## src/design/fdtq_pkg.sv

```systemverilog
// Shared constants and controller/datapath interface types for the drop-tail queue model.
`default_nettype none

package fdtq_pkg;

    // Queue storage size and derived widths
    localparam int QUEUE_DEPTH = 64;
    localparam int PTR_W       = (QUEUE_DEPTH > 1) ? $clog2(QUEUE_DEPTH) : 1;
    localparam int OCC_W       = $clog2(QUEUE_DEPTH + 1);

    // Field widths
    localparam int LIMIT_W = 7;
    localparam int ARR_W   = 32;
    localparam int SVC_W   = 16;
    localparam int CNT_W   = 32;
    localparam int CLK_W   = 48;

    localparam logic [LIMIT_W-1:0] LIMIT_RESET = 7'd64;

    // Packed stream widths
    localparam int IN_TDATA_W  = ((ARR_W + SVC_W + 7) / 8) * 8;
    localparam int OUT_TDATA_W = ((CNT_W + CNT_W + CLK_W + 7) / 8) * 8;

    // Commands from controller to datapath
    typedef struct packed {
        logic load_in;     // capture an input request
        logic clk_jump;    // move the clock up to the arrival time
        logic rd_head;     // read the front service time
        logic serve;       // retire the front job
        logic admit_step;  // queue or drop the held job
        logic out_load;    // present the result
    } fdtq_cmd_t;

    // Status from datapath to controller
    typedef struct packed {
        logic occ_nz;      // queue holds at least one job
        logic clk_lt_arr;  // clock is below the held arrival time
        logic last;        // held job is the final one
        logic out_busy;    // result register still waits to be taken
    } fdtq_sts_t;

endpackage

`default_nettype wire

```

## src/design/fdtq_dp.sv

```systemverilog
// Datapath: job registers, service-time memory, clock, counters and result register.
`default_nettype none

module fdtq_dp (
    input  wire logic                             clk,
    input  wire logic                             rst_n,
    input  wire fdtq_pkg::fdtq_cmd_t              cmd,
    output      fdtq_pkg::fdtq_sts_t              sts,
    input  wire logic [fdtq_pkg::IN_TDATA_W-1:0]  s_tdata,
    input  wire logic                             s_tlast,
    input  wire logic                             cfg_valid,
    input  wire logic [fdtq_pkg::LIMIT_W-1:0]     cfg_data,
    output      logic                             m_tvalid,
    input  wire logic                             m_tready,
    output      logic [fdtq_pkg::OUT_TDATA_W-1:0] m_tdata,
    output      logic                             m_tuser,
    output      logic                             m_tlast
);
    import fdtq_pkg::*;

    localparam int CMP_W = (OCC_W > LIMIT_W) ? OCC_W : LIMIT_W;
    localparam int PAD_W = OUT_TDATA_W - (CNT_W + CNT_W + CLK_W);

    logic [SVC_W-1:0]   mem [QUEUE_DEPTH];
    logic [SVC_W-1:0]   rd_data_reg;

    logic [ARR_W-1:0]   arr_reg;
    logic [SVC_W-1:0]   svc_reg;
    logic               last_reg;

    logic [LIMIT_W-1:0] limit_reg;
    logic [PTR_W-1:0]   head_reg;
    logic [PTR_W-1:0]   tail_reg;
    logic [OCC_W-1:0]   occ_reg;
    logic [CLK_W-1:0]   clk_reg;
    logic [CNT_W-1:0]   served_reg;
    logic [CNT_W-1:0]   dropped_reg;
    logic               admit_reg;

    logic               out_valid_reg;
    logic [CNT_W-1:0]   out_served_reg;
    logic [CNT_W-1:0]   out_dropped_reg;
    logic [CLK_W-1:0]   out_clk_reg;
    logic               out_admit_reg;
    logic               out_last_reg;

    logic [CMP_W-1:0]   eff_limit;
    logic               admit;
    logic [CLK_W:0]     clk_sum;
    logic [CLK_W-1:0]   clk_next;
    logic [PTR_W-1:0]   head_next;
    logic [PTR_W-1:0]   tail_next;

    // Effective limit is capped by the storage depth
    assign eff_limit = (CMP_W'(limit_reg) > CMP_W'(QUEUE_DEPTH)) ? CMP_W'(QUEUE_DEPTH)
                                                                 : CMP_W'(limit_reg);
    assign admit     = CMP_W'(occ_reg) < eff_limit;

    // Saturating clock advance by the front service time
    assign clk_sum  = {1'b0, clk_reg} + (CLK_W+1)'(rd_data_reg);
    assign clk_next = clk_sum[CLK_W] ? {CLK_W{1'b1}} : clk_sum[CLK_W-1:0];

    // Wrap pointers at the storage depth
    assign head_next = (head_reg == PTR_W'(QUEUE_DEPTH - 1)) ? '0 : head_reg + PTR_W'(1);
    assign tail_next = (tail_reg == PTR_W'(QUEUE_DEPTH - 1)) ? '0 : tail_reg + PTR_W'(1);

    // Status toward the controller
    assign sts.occ_nz     = (occ_reg != '0);
    assign sts.clk_lt_arr = clk_reg < CLK_W'(arr_reg);
    assign sts.last       = last_reg;
    assign sts.out_busy   = out_valid_reg && !m_tready;

    // Hold the accepted request
    always_ff @(posedge clk)
    begin
        if (cmd.load_in)
        begin
            arr_reg  <= s_tdata[ARR_W-1:0];
            svc_reg  <= s_tdata[ARR_W+SVC_W-1:ARR_W];
            last_reg <= s_tlast;
        end
    end

    // Service-time memory: write at tail, registered read at head
    always_ff @(posedge clk)
    begin
        if (cmd.admit_step && admit)
        begin
            mem[tail_reg] <= svc_reg;
        end
        if (cmd.rd_head)
        begin
            rd_data_reg <= mem[head_reg];
        end
    end

    // Limit register
    always_ff @(posedge clk or negedge rst_n)
    begin
        if (!rst_n)
        begin
            limit_reg <= LIMIT_RESET;
        end
        else if (cfg_valid)
        begin
            limit_reg <= cfg_data;
        end
    end

    // Queue state, clock and counters
    always_ff @(posedge clk or negedge rst_n)
    begin
        if (!rst_n)
        begin
            head_reg    <= '0;
            tail_reg    <= '0;
            occ_reg     <= '0;
            clk_reg     <= '0;
            served_reg  <= '0;
            dropped_reg <= '0;
            admit_reg   <= 1'b0;
        end
        else
        begin
            if (cmd.clk_jump)
            begin
                clk_reg <= CLK_W'(arr_reg);
            end
            if (cmd.serve)
            begin
                clk_reg  <= clk_next;
                head_reg <= head_next;
                occ_reg  <= occ_reg - OCC_W'(1);
                if (served_reg != {CNT_W{1'b1}})
                begin
                    served_reg <= served_reg + CNT_W'(1);
                end
            end
            if (cmd.admit_step)
            begin
                admit_reg <= admit;
                if (admit)
                begin
                    tail_reg <= tail_next;
                    occ_reg  <= occ_reg + OCC_W'(1);
                end
                else if (dropped_reg != {CNT_W{1'b1}})
                begin
                    dropped_reg <= dropped_reg + CNT_W'(1);
                end
            end
        end
    end

    // Result register valid
    always_ff @(posedge clk or negedge rst_n)
    begin
        if (!rst_n)
        begin
            out_valid_reg <= 1'b0;
        end
        else if (cmd.out_load)
        begin
            out_valid_reg <= 1'b1;
        end
        else if (m_tready)
        begin
            out_valid_reg <= 1'b0;
        end
    end

    // Result payload
    always_ff @(posedge clk)
    begin
        if (cmd.out_load)
        begin
            out_served_reg  <= served_reg;
            out_dropped_reg <= dropped_reg;
            out_clk_reg     <= clk_reg;
            out_admit_reg   <= admit_reg;
            out_last_reg    <= last_reg;
        end
    end

    assign m_tvalid = out_valid_reg;
    assign m_tuser  = out_admit_reg;
    assign m_tlast  = out_last_reg;
    generate
        if (PAD_W > 0)
        begin : g_pad
            assign m_tdata = {{PAD_W{1'b0}}, out_clk_reg, out_dropped_reg, out_served_reg};
        end
        else
        begin : g_nopad
            assign m_tdata = {out_clk_reg, out_dropped_reg, out_served_reg};
        end
    endgenerate

    // Occupancy never exceeds the storage depth
    assert property (@(posedge clk) disable iff (!rst_n)
        CMP_W'(occ_reg) <= CMP_W'(QUEUE_DEPTH))
        else $error("occupancy above queue depth");

    // A job is retired only from a non-empty queue
    assert property (@(posedge clk) disable iff (!rst_n)
        cmd.serve |-> (occ_reg != '0))
        else $error("serve on empty queue");

    // Simulated time never moves backward
    assert property (@(posedge clk) disable iff (!rst_n)
        1'b1 |=> (clk_reg >= $past(clk_reg)))
        else $error("clock decreased");

endmodule

`default_nettype wire

```

## src/design/fdtq_ctrl.sv

```systemverilog
// Controller: sequences arrival-time serving, admission, drain and result handoff.
`default_nettype none

module fdtq_ctrl (
    input  wire logic                clk,
    input  wire logic                rst_n,
    input  wire logic                s_tvalid,
    output      logic                s_tready,
    input  wire fdtq_pkg::fdtq_sts_t sts,
    output      fdtq_pkg::fdtq_cmd_t cmd
);
    import fdtq_pkg::*;

    typedef enum logic [8:0] {
        ST_IDLE    = 9'b000000001,
        ST_CHECK   = 9'b000000010,
        ST_ARR_RD  = 9'b000000100,
        ST_ARR_ADD = 9'b000001000,
        ST_ADMIT   = 9'b000010000,
        ST_DRAIN   = 9'b000100000,
        ST_DRN_RD  = 9'b001000000,
        ST_DRN_ADD = 9'b010000000,
        ST_DONE    = 9'b100000000
    } state_t;

    state_t state_reg;
    state_t state_next;

    always_ff @(posedge clk or negedge rst_n)
    begin
        if (!rst_n)
        begin
            state_reg <= ST_IDLE;
        end
        else
        begin
            state_reg <= state_next;
        end
    end

    assign s_tready = (state_reg == ST_IDLE);

    // Sequence one job per request
    always_comb
    begin
        state_next = state_reg;
        cmd        = '0;
        unique case (state_reg)
            ST_IDLE:
            begin
                if (s_tvalid)
                begin
                    cmd.load_in = 1'b1;
                    state_next  = ST_CHECK;
                end
            end
            ST_CHECK:
            begin
                // serve the front while the clock trails the arrival
                if (sts.clk_lt_arr && sts.occ_nz)
                begin
                    state_next = ST_ARR_RD;
                end
                else
                begin
                    cmd.clk_jump = sts.clk_lt_arr;
                    state_next   = ST_ADMIT;
                end
            end
            ST_ARR_RD:
            begin
                cmd.rd_head = 1'b1;
                state_next  = ST_ARR_ADD;
            end
            ST_ARR_ADD:
            begin
                cmd.serve  = 1'b1;
                state_next = ST_CHECK;
            end
            ST_ADMIT:
            begin
                cmd.admit_step = 1'b1;
                state_next     = sts.last ? ST_DRAIN : ST_DONE;
            end
            ST_DRAIN:
            begin
                state_next = sts.occ_nz ? ST_DRN_RD : ST_DONE;
            end
            ST_DRN_RD:
            begin
                cmd.rd_head = 1'b1;
                state_next  = ST_DRN_ADD;
            end
            ST_DRN_ADD:
            begin
                cmd.serve  = 1'b1;
                state_next = ST_DRAIN;
            end
            ST_DONE:
            begin
                // hold until the result register is free
                if (!sts.out_busy)
                begin
                    cmd.out_load = 1'b1;
                    state_next   = ST_IDLE;
                end
            end
            default:
            begin
                state_next = ST_IDLE;
            end
        endcase
    end

endmodule

`default_nettype wire

```

## src/design/fcfs_drop_tail_queue_sim.sv

```systemverilog
// Top level: FCFS single-server drop-tail queue model with stream ports.
// Sequence: an accepted request first serves jobs while the clock trails its arrival,
// then the job is queued or dropped; a request marked last also drains the queue.
// A new request is taken only in idle, after the result goes to a free result register.
// A serve step: head check, registered read of the service-time memory, 48-bit clock add.
// Reset: asynchronous active low; clears queue, clock and counters, limit returns to 64.
`default_nettype none

module fcfs_drop_tail_queue_sim (
    input  wire logic                             clk,
    input  wire logic                             rst_n,
    // s_tdata: job_arrival [31:0], service_time [47:32]
    input  wire logic                             s_tvalid,
    output      logic                             s_tready,
    input  wire logic [fdtq_pkg::IN_TDATA_W-1:0]  s_tdata,
    input  wire logic                             s_tlast,
    // m_tdata: served_total [31:0], dropped_total [63:32], clock_now [111:64]
    output      logic                             m_tvalid,
    input  wire logic                             m_tready,
    output      logic [fdtq_pkg::OUT_TDATA_W-1:0] m_tdata,
    // m_tuser: admitted
    output      logic                             m_tuser,
    output      logic                             m_tlast,
    input  wire logic                             cfg_valid,
    output      logic                             cfg_ready,
    input  wire logic [fdtq_pkg::LIMIT_W-1:0]     cfg_data
);
    import fdtq_pkg::*;

    fdtq_cmd_t cmd;
    fdtq_sts_t sts;

    assign cfg_ready = 1'b1;

    fdtq_ctrl u_ctrl (
        .clk      (clk),
        .rst_n    (rst_n),
        .s_tvalid (s_tvalid),
        .s_tready (s_tready),
        .sts      (sts),
        .cmd      (cmd)
    );

    fdtq_dp u_dp (
        .clk       (clk),
        .rst_n     (rst_n),
        .cmd       (cmd),
        .sts       (sts),
        .s_tdata   (s_tdata),
        .s_tlast   (s_tlast),
        .cfg_valid (cfg_valid),
        .cfg_data  (cfg_data),
        .m_tvalid  (m_tvalid),
        .m_tready  (m_tready),
        .m_tdata   (m_tdata),
        .m_tuser   (m_tuser),
        .m_tlast   (m_tlast)
    );

endmodule

`default_nettype wire
```

## config.mk

```make
export PLATFORM = sky130hd
export DESIGN_NAME = fcfs_drop_tail_queue_sim
export DESIGN_NICKNAME = d
export VERILOG_FILES = /design/src/design/fdtq_pkg.sv /design/src/design/fdtq_dp.sv /design/src/design/fdtq_ctrl.sv /design/src/design/fcfs_drop_tail_queue_sim.sv
export SDC_FILE = /design/constraint.sdc
export NUM_CORES = 2
export LEC_CHECK = 0
export BUFFER_PORTS_ARGS = -buffer_cell sky130_fd_sc_hd__buf_2
export CORE_ASPECT_RATIO = 0.75
export CORE_MARGIN = 3
export CORE_UTILIZATION = 50
export CTS_BUF_LIST = sky130_fd_sc_hd__clkbuf_8
export DETAILED_ROUTE_END_ITERATION = 8
export GPL_ROUTABILITY_DRIVEN = 0
export PLACE_DENSITY_LB_ADDON = 0.05
export SKIP_LAST_GASP = 1
export SYNTH_ARGS = -nofsm -noshare
export SYNTH_HDL_FRONTEND = slang
export SYNTH_SLANG_ARGS = --single-unit
```

## constraint.sdc

```tcl
create_clock -name clk -period 8.9 [get_ports clk]
set_input_delay 1.78 -clock clk [delete_from_list [all_inputs] [get_ports clk]]
set_output_delay 1.78 -clock clk [all_outputs]
set_load 0.02 [all_outputs]
```

==> reports/qor.csv <==
stage,metric,value,unit
run_status,status,"finished, final reports clean",
yosys,Syn Inst Count,2677,
floorplanning,core footprint,105900,µm²
detailed_routing,Via density,6.080,
yosys,"flops & latches, synth",1352,
global_routing,initial antenna violation count,8,
worst_setup_path,cell chain of the critical path,or2_1 > nor4_1 > nand4b_1 > inv_1 > buf_2,
flow_run,Max Cap Viol,0,
clock_network,clock-pin slew on the worst setup and hold paths,0.06,ns
timing,Slew HR,0.2280,
placement,I/O Buffers,176,
layout,Layout area overhead,12.04,%
global_routing,All-Layer GR Usage,0.2484,
floorplanning,I/O pins,178,
timing,fin crit share,0.4867,
detailed_routing,DRT iter0 DRCs,2779,
worst_setup_path,Worst setup SP type,register,
layout,final instance area,60190,µm²
timing,clk_skew,0.03636,ns
yosys,compound-gate portion of the synthesized area,0.02688,
layout,register area,39870,µm²
yosys,synthesized net count,2798,
detailed_routing,mean routed wirelength per cell,29.62,µm
worst_setup_path,critical path's largest stage delay,0.47,ns
timing,Final Hold Viols,0,
layout,area of the multi-input gates,13130,µm²
placement,placed cell area,56630,µm²
yosys,Yosys top cell area share,0.6725,
layout,max FFs per register,1024,
detailed_routing,Total Wirelength,136500,µm
power,Power Total,14900,µW
layout,fraction of layout cells with a size suffix above 1,0.2893,
clock_network,clk_lat worst skew,0.89,ns
clock_network,# resized after CTS,0,
yosys,most common cell in the netlist,edfxtp_1,
yosys,largest family of logic cells by synthesized area,multiplexers,
yosys,Mean Syn Cell Area,20.07,µm²
worst_setup_path,CP Capture Type,output port,
power,VDD IR-drop max,0.2623,mV
clock_network,Root Driver,clkbuf_8,
yosys,Syn Std Cell Area,53720,µm²
global_routing,remaining global-route overflow,0,
yosys,synth cell count leaders,"1203 x edfxtp_1, 336 x mux4_2, 147 x dfrtp_1",
detailed_routing,Vias,28031,
placement,Detail Placement HPWL,79590,µm
yosys,Post-Synth XOR/XNOR Area,0.01565,
worst_setup_path,crit path max fanout,6,
detailed_routing,post-route ant nets,0,
clock_network,TritonCTS clock tree,done,
power,Leak,0.02042,µW
floorplanning,Die ar.,111500,µm²
yosys,"top cells by area, synth","edfxtp_1 67%, mux4_2 14%, dfrtp_1 6.8%, ha_1 1.4%, xnor2_1 1.2%",
worst_setup_path,Crit Path Class,reg2out,
yosys,sequential fraction of the synthesis area,0.7419,
yosys,Netlist cell types,96,
clock_network,H-tree depth,4,
global_routing,first-pass GRT wire length,200200,µm
clock_network,CTS buffer count,200,
clock_network,number of clock sinks,1352,
yosys,"Primary FF master, synth",edfxtp_1,
worst_setup_path,required time worst endpoint,7.12,ns
yosys,Post-Synth Adder-Cell Area,0.01411,
layout,nets,3155,
floorplanning,die width,384.5,µm
timing,Worst-Margin Slew,1.158,ns
detailed_routing,DRC,0,
floorplanning,die height,289.9,µm
clock_network,Max Buffers Root-to-Sink,3,
layout,Filler cells,8115,
floorplanning,Row Count,103,
timing,Tmin final,4.331,ns
detailed_routing,DRT Pass-1 Iters,5,
clock_network,CTS Hold Bufs,0,
timing,Final setup viols,0,
global_routing,vias in the first global route,28718,
timing,setup TNS,0,ns
yosys,YS warnings,0,
yosys,Synth Area in Simple Gates,0.04372,
timing,RSZ-0062 raised after global routing,no,
worst_setup_path,crit path DAT,2.55,ns
timing,FMAX,230.9,MHz
timing,max-slew violation count,0,
power,power per cell area,247.6,nW/µm²
min_path,Min-Delay Path Class,reg2reg,
yosys,asr flop ratio synth,0.1102,
floorplanning,starting density of the core,0.5071,
worst_setup_path,slowest library cell on the worst path,dfrtp_1,
yosys,"area leader, netlist",edfxtp_1,
yosys,multiplexer share of the synthesized area,0.1438,
global_routing,largest net degree at the start of global routing,98,
clock_network,Post-CTS Setup Bufs,0,
yosys,"EDFF count, synth",1203,
## worst max-delay path, delay by kind of cell, from the launching register on
kind,cells,cell delay (ns)
flops,1,0.47
buf+inv,2,0.29
simple gates,3,0.94
## power by group
group          switching [µW]  leakage, µW  internal, µW
clock network            2370      0.00210          2170
registers                 283       0.0130          7410
logic                    1530      0.00533          1140
total                    4180       0.0204         10700
## through the flow
step	hold slack (ns)	std cells	utilization	setup slack, ns
floorplan	0.4249	2677	-	1.347
global placement	0.4450	4249	0.5346	4.635
detailed placement	0.4539	4249	0.5346	4.733
CTS	0.4687	4607	0.5681	4.484
global route	0.4838	4609	0.5682	4.395
finish	0.4715	4610	0.5682	4.569
## logic make-up after synthesis
logic type / count (synthesis)
other: 1
xor gates and xnor gates: 96
DFF: 1352
and+or+nand+nor: 434
AOI/OAI and AO/OA: 208
muxes: 350
buffers and inverters: 176
adders and majority gates: 60
## area by class of cell
cell class,instances,share of cell area
Sequential cell,1352,0.6624
Multi-Input combinational cell,1149,0.2181
Clock buffer,204,0.04665
Tap cell,1417,0.02946
Timing Repair Buffer,277,0.02754
Clock inverter,154,0.01237
Inverter,54,0.003368
Antenna cell,3,0.0001247
## cell usage in the layout (no fill, tap or decap), drive strengths merged, types with 4 or more instances in the layout
cell type,count
nand3b,5
inv,140
and2,7
and3,23
a211oi,10
o21a,4
nand2,98
o211ai,9
xor2,24
o22ai,14
clkinv,63
dfrtp,147
clkinvlp,4
mux2,13
buf,277
ha,59
xnor2,72
nor4,21
clkbuf,204
nor3b,4
nand2b,4
or3b,4
nor2,117
nand4,34
and4,11
mux4,336
or2,8
a31oi,12
a21oi,53
a21o,19
nor3,28
o21ai,44
nand3,47
or4,7
a221o,6
edfxtp,1203
or3,5
nand4b,4
## per-layer routing
layer  vias to the layer above  global-route usage  wire length [µm]  part of all wire
met5                         -                   0                10          0.000073
met4                         2             0.07461              3002             0.022
met3                       219             0.04370              9672             0.071
li1                      11705                   -                 -                 -
met2                      1144              0.3722             63360              0.46
met1                     14961              0.3778             60500              0.44
## final timing paths
check	slack, ns	end	cells after the start	from
setup / recovery	4.57	s_tready	5	u_ctrl.state_reg[6]
hold / removal	0.47	u_dp.out_dropped_reg[27]	0	u_dp.dropped_reg[27]
setup reg to reg	4.65	u_dp.mem[18][8]	12	u_dp.limit_reg[6]
hold reg to reg	0.47	u_dp.out_dropped_reg[27]	0	u_dp.dropped_reg[27]
max in group asynchronous	6.38	u_dp.head_reg[0]	2	rst_n
min in group asynchronous	0.98	u_dp.served_reg[8]	1	rst_n
No activity file was read; power rests on OpenSTA's default activity.
